==> src/hw/rtl/pgp_packet_header_parser_core_defines.svh <==
// assertion macros for the header parser rtl
`ifndef PGP_PACKET_HEADER_PARSER_CORE_DEFINES_SVH
`define PGP_PACKET_HEADER_PARSER_CORE_DEFINES_SVH

// same-cycle implication, checked outside reset
`define PHDR_ASSERT_NOW(lbl, ante, cons, msg) \
	lbl: assert property (@(posedge clk) disable iff (!arst_n) (ante) |-> (cons)) \
		else $error(msg);

// next-cycle implication, checked outside reset
`define PHDR_ASSERT_NEXT(lbl, ante, cons, msg) \
	lbl: assert property (@(posedge clk) disable iff (!arst_n) (ante) |=> (cons)) \
		else $error(msg);

`endif

==> src/hw/rtl/phdr_pkg.sv <==
// types and constants of the packet header parser
`default_nettype none
package phdr_pkg;

	localparam int IN_DATA_W  = 8;
	localparam int OUT_DATA_W = 48;
	localparam int LEN_W      = 32;
	localparam int TYPE_W     = 6;

	// new-format length octet codes
	localparam int          NEW_ONE_MAX   = 192;
	localparam int          NEW_TWO_BASE  = 192;
	localparam logic [7:0]  TWO_OCT_MASK  = 8'hE0;
	localparam logic [7:0]  TWO_OCT_CODE  = 8'hC0;
	localparam logic [7:0]  FIVE_OCT_CODE = 8'hFF;
	localparam logic [1:0]  TAG_OLD       = 2'b10;
	localparam logic [1:0]  TAG_NEW       = 2'b11;
	localparam logic [1:0]  LL_INDET      = 2'b11;

	typedef enum logic [2:0] {
		PH_IDLE,
		PH_OLD_LEN,
		PH_NEW_FIRST,
		PH_NEW_SECOND,
		PH_NEW_FIVE
	} phase_t;

	typedef enum logic [1:0] {
		ST_OK,
		ST_END,
		ST_TRUNC,
		ST_NOT_HDR
	} status_t;

	typedef struct packed {
		status_t             status;
		logic [TYPE_W-1:0]   packet_type;
		logic [LEN_W-1:0]    packet_length;
		logic                length_known;
		logic                partial;
		logic                new_format;
	} res_t;

endpackage
`default_nettype wire

==> src/hw/rtl/phdr_fsm.sv <==
// header state machine: state registers and per-word next-state logic
`default_nettype none
module phdr_fsm
	import phdr_pkg::*;
(
	input  wire logic                 clk,
	input  wire logic                 arst_n,
	input  wire logic                 step,
	input  wire logic [IN_DATA_W-1:0] data_byte,
	input  wire logic                 stream_end,
	output logic                      emit,
	output res_t                      res
);

	phase_t             phase_q, phase_d;
	logic [TYPE_W-1:0]  type_hold_q, type_hold_d;
	logic [LEN_W-1:0]   length_accum_q, length_accum_d;
	logic [2:0]         bytes_left_q, bytes_left_d;
	logic               format_hold_q, format_hold_d;
	logic [4:0]         first_len_q, first_len_d;

	logic [LEN_W-1:0]   acc_shift;
	logic [2:0]         left_dec;
	logic [13:0]        two_oct_len;

	assign acc_shift   = {length_accum_q[LEN_W-9:0], data_byte};
	assign left_dec    = bytes_left_q - 3'd1;
	assign two_oct_len = {1'b0, first_len_q, data_byte} + 14'(NEW_TWO_BASE);

	always_ff @(posedge clk or negedge arst_n) begin
		if (!arst_n) begin
			phase_q        <= PH_IDLE;
			type_hold_q    <= '0;
			length_accum_q <= '0;
			bytes_left_q   <= '0;
			format_hold_q  <= 1'b0;
			first_len_q    <= '0;
		end else if (step) begin
			phase_q        <= phase_d;
			type_hold_q    <= type_hold_d;
			length_accum_q <= length_accum_d;
			bytes_left_q   <= bytes_left_d;
			format_hold_q  <= format_hold_d;
			first_len_q    <= first_len_d;
		end
	end

	always_comb begin
		phase_d        = phase_q;
		type_hold_d    = type_hold_q;
		length_accum_d = length_accum_q;
		bytes_left_d   = bytes_left_q;
		format_hold_d  = format_hold_q;
		first_len_d    = first_len_q;
		emit           = 1'b0;
		res            = '0;

		if (stream_end) begin
			emit       = 1'b1;
			res.status = (phase_q == PH_IDLE) ? ST_END : ST_TRUNC;
			phase_d    = PH_IDLE;
		end else begin
			case (phase_q)
				PH_OLD_LEN, PH_NEW_FIVE: begin
					length_accum_d = acc_shift;
					bytes_left_d   = left_dec;
					if (left_dec == 3'd0) begin
						emit              = 1'b1;
						res.status        = ST_OK;
						res.packet_type   = type_hold_q;
						res.packet_length = acc_shift;
						res.length_known  = 1'b1;
						res.new_format    = format_hold_q;
						phase_d           = PH_IDLE;
					end
				end
				PH_NEW_FIRST: begin
					if (data_byte < 8'(NEW_ONE_MAX)) begin
						emit              = 1'b1;
						res.status        = ST_OK;
						res.packet_type   = type_hold_q;
						res.packet_length = LEN_W'(data_byte);
						res.length_known  = 1'b1;
						res.new_format    = 1'b1;
						phase_d           = PH_IDLE;
					end else if ((data_byte & TWO_OCT_MASK) == TWO_OCT_CODE) begin
						first_len_d = data_byte[4:0];
						phase_d     = PH_NEW_SECOND;
					end else if (data_byte == FIVE_OCT_CODE) begin
						length_accum_d = '0;
						bytes_left_d   = 3'd4;
						phase_d        = PH_NEW_FIVE;
					end else begin
						// partial body: chunk of 2^n bytes
						emit              = 1'b1;
						res.status        = ST_OK;
						res.packet_type   = type_hold_q;
						res.packet_length = 32'd1 << data_byte[4:0];
						res.length_known  = 1'b1;
						res.partial       = 1'b1;
						res.new_format    = 1'b1;
						phase_d           = PH_IDLE;
					end
				end
				PH_NEW_SECOND: begin
					emit              = 1'b1;
					res.status        = ST_OK;
					res.packet_type   = type_hold_q;
					res.packet_length = LEN_W'(two_oct_len);
					res.length_known  = 1'b1;
					res.new_format    = 1'b1;
					phase_d           = PH_IDLE;
				end
				default: begin
					// idle: every word is taken as a tag
					if (data_byte[7:6] == TAG_OLD) begin
						type_hold_d   = TYPE_W'(data_byte[5:2]);
						format_hold_d = 1'b0;
						if (data_byte[1:0] == LL_INDET) begin
							emit            = 1'b1;
							res.status      = ST_OK;
							res.packet_type = TYPE_W'(data_byte[5:2]);
							phase_d         = PH_IDLE;
						end else begin
							length_accum_d = '0;
							bytes_left_d   = 3'd1 << data_byte[1:0];
							phase_d        = PH_OLD_LEN;
						end
					end else if (data_byte[7:6] == TAG_NEW) begin
						type_hold_d   = data_byte[5:0];
						format_hold_d = 1'b1;
						phase_d       = PH_NEW_FIRST;
					end else begin
						emit       = 1'b1;
						res.status = ST_NOT_HDR;
						phase_d    = PH_IDLE;
					end
				end
			endcase
		end
	end

endmodule
`default_nettype wire

==> src/hw/rtl/phdr_out_reg.sv <==
// result register on the master side
`default_nettype none
module phdr_out_reg
	import phdr_pkg::*;
(
	input  wire logic clk,
	input  wire logic arst_n,
	input  wire logic push,
	input  wire res_t res_in,
	input  wire logic pop,
	output logic      free,
	output logic      valid_q,
	output res_t      res_q
);

	assign free = !valid_q || pop;

	always_ff @(posedge clk or negedge arst_n) begin
		if (!arst_n) begin
			valid_q <= 1'b0;
		end else if (free) begin
			valid_q <= push;
		end
	end

	always_ff @(posedge clk) begin
		if (free && push) begin
			res_q <= res_in;
		end
	end

endmodule
`default_nettype wire

==> src/hw/rtl/pgp_packet_header_parser_core.sv <==
// packet header parser top level: input register, state machine, result register
//
//  channel  dir  payload                                 handshake
//  s_*      in   tdata: data_byte, tuser: stream_end     tvalid/tready
//  m_*      out  tdata: type,length,flags; tuser: status tvalid/tready
//
// one word per cycle sustained while the master side takes results; each word
// passes through the input register, where the state machine updates, and the
// header result is registered in the result register as the word leaves it.
// reset clears the state machine to idle and both registers to empty.
// a stalled master side holds an emitting word in the input register;
// words that emit nothing keep flowing.
`default_nettype none
`include "pgp_packet_header_parser_core_defines.svh"
module pgp_packet_header_parser_core
	import phdr_pkg::*;
(
	input  wire logic                  clk,
	input  wire logic                  arst_n,
	input  wire logic                  s_tvalid,
	output logic                       s_tready,
	input  wire logic [IN_DATA_W-1:0]  s_tdata,   // [7:0] data_byte
	input  wire logic                  s_tuser,   // [0] stream_end
	output logic                       m_tvalid,
	input  wire logic                  m_tready,
	output logic [OUT_DATA_W-1:0]      m_tdata,   // [5:0] packet_type, [37:6] packet_length,
	                                              // [38] length_known, [39] partial,
	                                              // [40] new_format, [47:41] zero
	output logic [1:0]                 m_tuser    // [1:0] status
);

	logic                 valid_s1;
	logic [IN_DATA_W-1:0] byte_s1;
	logic                 end_s1;
	logic                 emit;
	logic                 out_free;
	logic                 advance;
	res_t                 res;
	res_t                 res_q;

	// a word leaves the input register unless its result is blocked
	assign advance  = valid_s1 && (!emit || out_free);
	assign s_tready = !valid_s1 || advance;

	always_ff @(posedge clk or negedge arst_n) begin
		if (!arst_n) begin
			valid_s1 <= 1'b0;
		end else if (s_tready) begin
			valid_s1 <= s_tvalid;
		end
	end

	always_ff @(posedge clk) begin
		if (s_tready && s_tvalid) begin
			byte_s1 <= s_tdata;
			end_s1  <= s_tuser;
		end
	end

	phdr_fsm u_fsm (
		.clk        (clk),
		.arst_n     (arst_n),
		.step       (advance),
		.data_byte  (byte_s1),
		.stream_end (end_s1),
		.emit       (emit),
		.res        (res)
	);

	phdr_out_reg u_out (
		.clk     (clk),
		.arst_n  (arst_n),
		.push    (advance && emit),
		.res_in  (res),
		.pop     (m_tready),
		.free    (out_free),
		.valid_q (m_tvalid),
		.res_q   (res_q)
	);

	assign m_tuser = res_q.status;
	assign m_tdata = {7'd0, res_q.new_format, res_q.partial, res_q.length_known,
		res_q.packet_length, res_q.packet_type};

	`PHDR_ASSERT_NOW(a_err_fields_zero, m_tvalid && (m_tuser != ST_OK), m_tdata == '0, "error result with nonzero fields")
	`PHDR_ASSERT_NOW(a_partial_new, m_tvalid && m_tdata[39], m_tdata[40] && m_tdata[38], "partial length outside new format")
	`PHDR_ASSERT_NEXT(a_blocked_holds, valid_s1 && emit && m_tvalid && !m_tready, valid_s1 && $stable(byte_s1) && $stable(end_s1), "blocked word left the input register")

endmodule
`default_nettype wire

==> config.mk <==
export PLATFORM = sky130hd
export DESIGN_NAME = pgp_packet_header_parser_core
export DESIGN_NICKNAME = d
export VERILOG_FILES = /design/src/hw/rtl/phdr_pkg.sv /design/src/hw/rtl/phdr_fsm.sv /design/src/hw/rtl/phdr_out_reg.sv /design/src/hw/rtl/pgp_packet_header_parser_core.sv
export VERILOG_INCLUDE_DIRS = /design/src /design/src/hw/rtl
export SDC_FILE = /design/constraint.sdc
export NUM_CORES = 1
export LEC_CHECK = 0
export BUFFER_PORTS_ARGS = -buffer_cell sky130_fd_sc_hd__buf_2
export CORE_UTILIZATION = 30
export CTS_CLUSTER_DIAMETER = 80
export DETAILED_ROUTE_END_ITERATION = 8
export PLACE_DENSITY_LB_ADDON = 0.1
export SETUP_SLACK_MARGIN = 0.02
export SLEW_MARGIN = 20
export SYNTH_ARGS = -nofsm -noshare
export SYNTH_HDL_FRONTEND = slang
export SYNTH_SLANG_ARGS = --single-unit
==> constraint.sdc <==
create_clock -name clk -period 7.7 [get_ports clk]
set_input_delay 0.385 -clock clk [delete_from_list [all_inputs] [get_ports clk]]
set_output_delay 0.385 -clock clk [all_outputs]
set_load 0.02 [all_outputs]
== Yosys cells after proc, flatten, opt, wreduce, memory -nomap -nowiden ==
Index checks and enable logic that the tools add are counted.

* Add/sub/neg operators: 2
* $mul: 0
* Divide/modulo/power cells: 0
* Magnitude comparators: 1
* Equal/unequal tests: 14
* Shift-type cells: 2
* Multiplexer cells: 49
* Bitwise operators: 5
* Reduce and logical (&&, ||, !) cells: 21

{| class="wikitable"
|+ Operators by type and width
! kind !! count
|-
| 24-bit 2-to-1 mux || 5
|-
| 33-bit one-hot mux with 3 select lines || 1
|-
| 41-bit 2-to-1 mux || 2
|-
| 24-bit one-hot mux with 3 select lines || 1
|-
| 43-bit 2-to-1 mux || 1
|-
| 39-bit 2-to-1 mux || 1
|-
| 1-bit by 5-bit << shifter with 32-bit output (first input constant) || 1
|-
| 3-bit 2-to-1 mux || 10
|-
| 8-bit one-hot mux with 3 select lines || 1
|-
| 3-bit one-hot mux with 3 select lines || 2
|-
| 13-bit by 8-bit adder with 14-bit output (second input constant) || 1
|-
| 1-bit 2-to-1 mux || 13
|-
| 2-bit 2-to-1 mux || 6
|-
| 6-bit 2-to-1 mux || 2
|-
| 8-bit == test (second input constant) || 1
|-
| 8-bit < comparator (second input constant) || 1
|-
| 4-bit 2-to-1 mux || 2
|-
| 8-bit AND reduction || 1
|-
| 4-bit OR reduction || 2
|-
| 2-bit == test (second input constant) || 3
|-
| 3-bit by 2-bit == test with 1-bit output (second input constant) || 2
|-
| 3-bit == test (second input constant) || 2
|-
| 3-bit logical NOT || 2
|-
| 1-bit one-hot mux with 3 select lines || 2
|-
| 17 further kinds || 29
|}

* Register bits: 96
* Bits in latches: 0
* Memory bits (writable): 0
* ROM bits: 0
* Logic and storage cells: 110
* Memories: 0

== Logic depth before layout (Yosys ltp) ==
* Depth in word-level cells: 11
* Gate-level depth with buffers: 10
* Gate-level depth less buffers: 7

== Cells and area by module ==
Synthesis repeated with hierarchy kept, for this count alone.

* Cells, all modules: 435
* Area total of the unflattened synthesis: 4878.4 µm²

{| class="wikitable"
|+ By module, submodules not included
! module !! times used !! cells an instance !! area each (µm²) !! seq. area each (µm²)
|-
| phdr_fsm || 1 || 364 || 3128.0 || 1051.0
|-
| phdr_out_reg || 1 || 47 || 1345.0 || 1316.3
|-
| pgp_packet_header_parser_core || 1 || 24 || 405.4 || 295.3
|}

== Worst setup path before layout ==
OpenSTA, ideal clock, no wires.

* Kind: flip-flop to flip-flop
* Start point: register byte_s1[6]
* End point: register u_out.res_q[0] (netlist name)
* Arrival time: 2.630 ns
* Required time: 7.295 ns
* Slack: 4.665 ns
* Stages on the path, launching flop included: 9
* Path buffers: 2
* Cells stage by stage: edfxtp_1 clkbuf_1 inv_1 ha_1 buf_1 o21bai_1 o32ai_1 nand4_1 and3_1

* Cells in the longest elaborated chain, start to end: 11
* Elaborated cells on any way between the ends: 17
* Those cells by class: order compare (1); eq/ne (4); mux (7); reduce/logical (5)

{| class="wikitable"
|+ RTL lines
! element !! line !! text
|-
| from (decl) || pgp_packet_header_parser_core.sv:33 || <nowiki>logic [IN_DATA_W-1:0] byte_s1;</nowiki>
|-
| from (signal assigned) || pgp_packet_header_parser_core.sv:55 || <nowiki>byte_s1 <= s_tdata;</nowiki>
|-
| parallel branches: the longest is 4 deep, another holds 8-bit < comparator || - ||
|-
| 1-bit one-hot mux with 3 select lines * || phdr_fsm.sv:63 || <nowiki>case (phase_q)</nowiki>
|-
| 1-bit 2-to-1 mux * || phdr_fsm.sv:58 || <nowiki>if (stream_end) begin</nowiki>
|-
| 1-bit logical NOT || pgp_packet_header_parser_core.sv:42 || <nowiki>assign advance = valid_s1 && (!emit || out_free);</nowiki>
|-
| 1-bit logical OR || pgp_packet_header_parser_core.sv:42 ||
|-
| 1-bit logical AND || pgp_packet_header_parser_core.sv:42 ||
|-
| 1-bit logical AND * || pgp_packet_header_parser_core.sv:73 || <nowiki>.push (advance && emit),</nowiki>
|-
| 1-bit logical AND * || phdr_out_reg.sv:27 || <nowiki>if (free && push) begin</nowiki>
|}

Mark *: on every way between the ends.
A chain may end at the register's enable or synchronous reset.

== Worst setup path in the final report ==
* Start point: register byte_s1[7]
* End point: output port s_tready

* Cells in the longest elaborated chain, start to end: 10
* Elaborated cells on any way between the ends: 16
* Those cells by class: order compare (1); eq/ne (4); mux (7); reduce/logical (4)

{| class="wikitable"
|+ RTL lines
! element !! line !! text
|-
| parallel branches: the longest is 4 deep, another holds 8-bit < comparator || - ||
|-
| 1-bit one-hot mux with 3 select lines * || phdr_fsm.sv:63 ||
|-
| 1-bit 2-to-1 mux * || phdr_fsm.sv:58 ||
|-
| 1-bit logical NOT * || pgp_packet_header_parser_core.sv:42 ||
|-
| 1-bit logical OR * || pgp_packet_header_parser_core.sv:42 ||
|-
| 1-bit logical AND * || pgp_packet_header_parser_core.sv:42 ||
|-
| 1-bit logical OR * || pgp_packet_header_parser_core.sv:43 || <nowiki>assign s_tready = !valid_s1 || advance;</nowiki>
|-
| to (decl) || pgp_packet_header_parser_core.sv:21 || <nowiki>output logic s_tready,</nowiki>
|}

Marked as above.

==> key figures <==
Worst setup path
  – CP Class: flip-flop to primary output
  – Startpoint types: flip-flop
  – Worst Path Required: 7.32 ns
  – CP Cell Sequence: ha_1 -> nand3_1 -> o211ai_1 -> nand4_1 -> nand2_1 -> or2_2 -> buf_2
  – Crit-path max cell delay: 0.54 ns
  – Buffers & Inverters on Critical Path: 1
  – Family with the most delay on the worst path: simple AND/OR/NAND/NOR gates
  – Crit path max-delay cell type: ha_1
  – Worst-path fanout max: 16
  – Crit. End Element: primary output
  – Worst EP arrival: 2.76 ns

STA
  – Final min period: 3.149 ns
  – Worst Slack Setup Final: 4.551 ns
  – Slew of the pin with the lowest slew margin: 1.090 ns
  – RSZ-0062 raised after global routing: no
  – Final Max Tran Viols: 0
  – Slew HR: 27.16%
  – Final Skew: 0.01247 ns
  – Finish-stage setup viols: 0
  – Peak Freq: 0.3176 GHz
  – Sum Neg Setup Slack: 0 ns
  – Final-report hold violation count: 0
  – Fin crit share: 40.90%

Clocking
  – Worst-Skew Late Latency: 0.36 ns
  – Post-CTS sizing: 0
  – Number of setup buffers added after CTS: 0
  – CTS Root Cell: clkbuf_16
  – CTS H-tree depth: 3
  – Clock Pin Slew Worst Setup and Hold Paths: 0.07 ns
  – Num CTS Buffers: 9
  – CTS tree: yes
  – Clock Path Buffers: 2
  – CTS Hold Buffers Added: 0
  – CTS sink cnt: 96

Yosys
  – Synth warn: 0
  – Synthesized area: 4846 sq um
  – Most used DFF post-synth: edfxtp_1
  – EDFF count, synth: 52
  – FF+latch count, synth: 96
  – Synth Instances: 420
  – Netlist cell types: 68
  – Register area share after synthesis: 54.94%
  – FFs w/ async S/R, synth: 45.83%
  – Mean Syn Cell Area: 11.54 sq um

Final layout
  – Area of the multi-input gates: 1947 sq um
  – Nets@finish: 473
  – Register Area: 2663 sq um
  – # diodes: 0
  – Fillers: 1,598
  – Fin cells: 676
  – Layout cells sized above 1: 19.57%
  – Synth-to-layout area growth: 14.07%

Drt
  – ANT nets after route: 0
  – Vias per cell: 5.340
  – Via count: 3,610
  – Post-route DRC: 0
  – 1st-iter DRT viols: 272
  – WL/cell: 19.04 um
  – Final Routed Wirelength: 12,870 um
  – Drt first pass iters: 5

Global routing
  – Number of global-route vias before repair: 3,473
  – Total track usage: 16.51%
  – Overflow after GRT: 0
  – Initial antenna violation count: 0
  – Largest net degree at the start of global routing: 45
  – First-pass GRT wire length: 20,270 um

Floorplanning
  – Starting density of the core: 30.62%
  – Core box area: 15,830 sq um
  – Die area: 16,670 sq um
  – Ports: 65
  – Die Span X: 129.1 um
  – Rows: 46
  – Die Ht: 129.1 um

Status
  – Status: completed

Placement
  – Dpl ws: 4.661 ns
  – I/O Buffers: 57
  – Placed instance count: 660
  – Post-DP HPWL: 8724 um
  – Gpl congestion: 0.8701

Power
  – Worst VDD drop: 0.1349 mV
  – Total chip power: 1654 uW
  – PwrDens: 299.2 nW/um^2
  – Leakage dissipation: 0.002077 uW

Min path
  – Path type of the worst min-delay path: primary input to asynchronous set/reset pin

Flow run
  – Max Cap Viol: 0
==> routing by layer <==
layer  vias to the layer above  share of wire, %  global-route usage [%]
met1                      1805                49                   23.86
met4                         0               2.3                   7.958
met3                        17               5.5                   3.220
met2                       110                44                   23.59
met5                         -                 0                       0
li1                       1678                 -                       -
==> through the flow <==
step	utilization (%)	hold slack, ns	instance area [sq um]
5_1_grt	34.92	0.08602	5528
6_report	34.92	0.03795	5528
3_5_place_dp	32.85	0.4847	5200
2_1_floorplan	-	0.08941	4868
3_3_place_gp	32.85	0.4753	5200
4_1_cts	34.91	0.1845	5525
==> flip-flops by register name, summed over array words and instances, names as in the netlist <==
name / cells
u_out.res_q: 43
u_fsm.length_accum_q: 24
byte_s1: 8
u_fsm.type_hold_q: 6
u_fsm.first_len_q: 5
u_fsm.bytes_left_q: 3
u_fsm.phase_q: 3
end_s1: 1
u_fsm.format_hold_q: 1
u_out.valid_q: 1
valid_s1: 1
==> synth_stat cells (3+ instances only) <==
cell type	number	share of area, %
buf_6	6	1.4
and2_1	5	0.65
mux2_2	5	1.2
nor3_1	13	1.3
nand3b_1	5	0.77
nand4_1	5	0.65
buf_4	8	1.2
o31ai_1	5	0.77
nor2_1	51	4.0
a21oi_1	9	0.93
o32ai_1	3	0.54
a22oi_1	20	3.1
mux2i_1	5	1.0
a32o_1	24	5.0
dfrtp_1	44	23
and3_1	8	1.0
inv_1	6	0.46
xnor2_1	5	0.90
o21ai_0	16	1.7
edfxtp_1	52	32
nand2_1	12	0.93
a31oi_1	5	0.65
buf_2	6	0.62
a222oi_1	5	1.0
nor2b_1	6	0.77
ha_1	5	1.3
a22o_1	8	1.4
clkbuf_1	18	1.4
nand2b_1	3	0.39
nand3_1	6	0.62
or3_1	4	0.52
==> layout by cell type, fill, tap and decap left out, types with 3 or more instances in the layout <==
master,synthesis,routed
and2_1,5,5
o31ai_1,5,5
nor2_1,51,51
a22oi_1,20,20
buf_2,6,56
nand3b_1,5,5
conb_1,1,7
or3_1,4,4
nor2b_1,6,6
nand2b_1,3,3
inv_1,6,6
edfxtp_1,52,52
mux2i_1,5,5
and3_1,8,7
ha_1,5,5
dfrtp_1,44,44
a32o_1,24,24
o32ai_1,3,3
nor3_1,13,13
a31oi_1,5,5
nand4_1,5,5
a21oi_1,9,9
mux2_2,5,5
nand3_1,6,6
xnor2_1,5,5
a222oi_1,5,5
a22o_1,8,8
o21ai_0,16,16
nand2_1,12,12
clkbuf_16,0,9
==> area by class of cell <==
class | instances | area share [%]
flip-flops and latches | 96 | 48.17
multi-input cells | 283 | 35.22
repair buffers | 58 | 5.342
well taps | 216 | 4.889
clock buffers | 9 | 4.074
clock inverters | 7 | 1.811
inverters | 7 | 0.4980
==> cells by family after synthesis <==
group	share of synthesized area [%]
XOR/XNOR	1.265
buffers and inverters	5.370
flip-flops	54.94
other	0.07739
adder cells (fa/ha/maj)	1.291
AO/OA/AOI/OAI	20.14
AND/OR/NAND/NOR	14.72
multiplexers	2.195
==> worst paths after layout <==
path / startpoint / endpoint / slack, ns / depth (start not counted)
min in group clk: s_tdata[0] / byte_s1[0] / 0.20 / 1
min reg2reg: u_fsm.length_accum_q[16] / u_fsm.length_accum_q[16] / 0.50 / 1
max: byte_s1[7] / s_tready / 4.55 / 7
min: arst_n / valid_s1 / 0.04 / 1
max reg2reg: byte_s1[6] / u_out.res_q[25] / 4.65 / 6
max in group asynchronous: arst_n / u_fsm.length_accum_q[19] / 7.24 / 1
==> power breakdown <==
part | switching, uW | internal (uW)
clock | 205 | 288
sequential | 85.1 | 669
combinational | 266 | 142
total | 555 | 1100
Note: power is estimated with default switching activity, not from simulation.
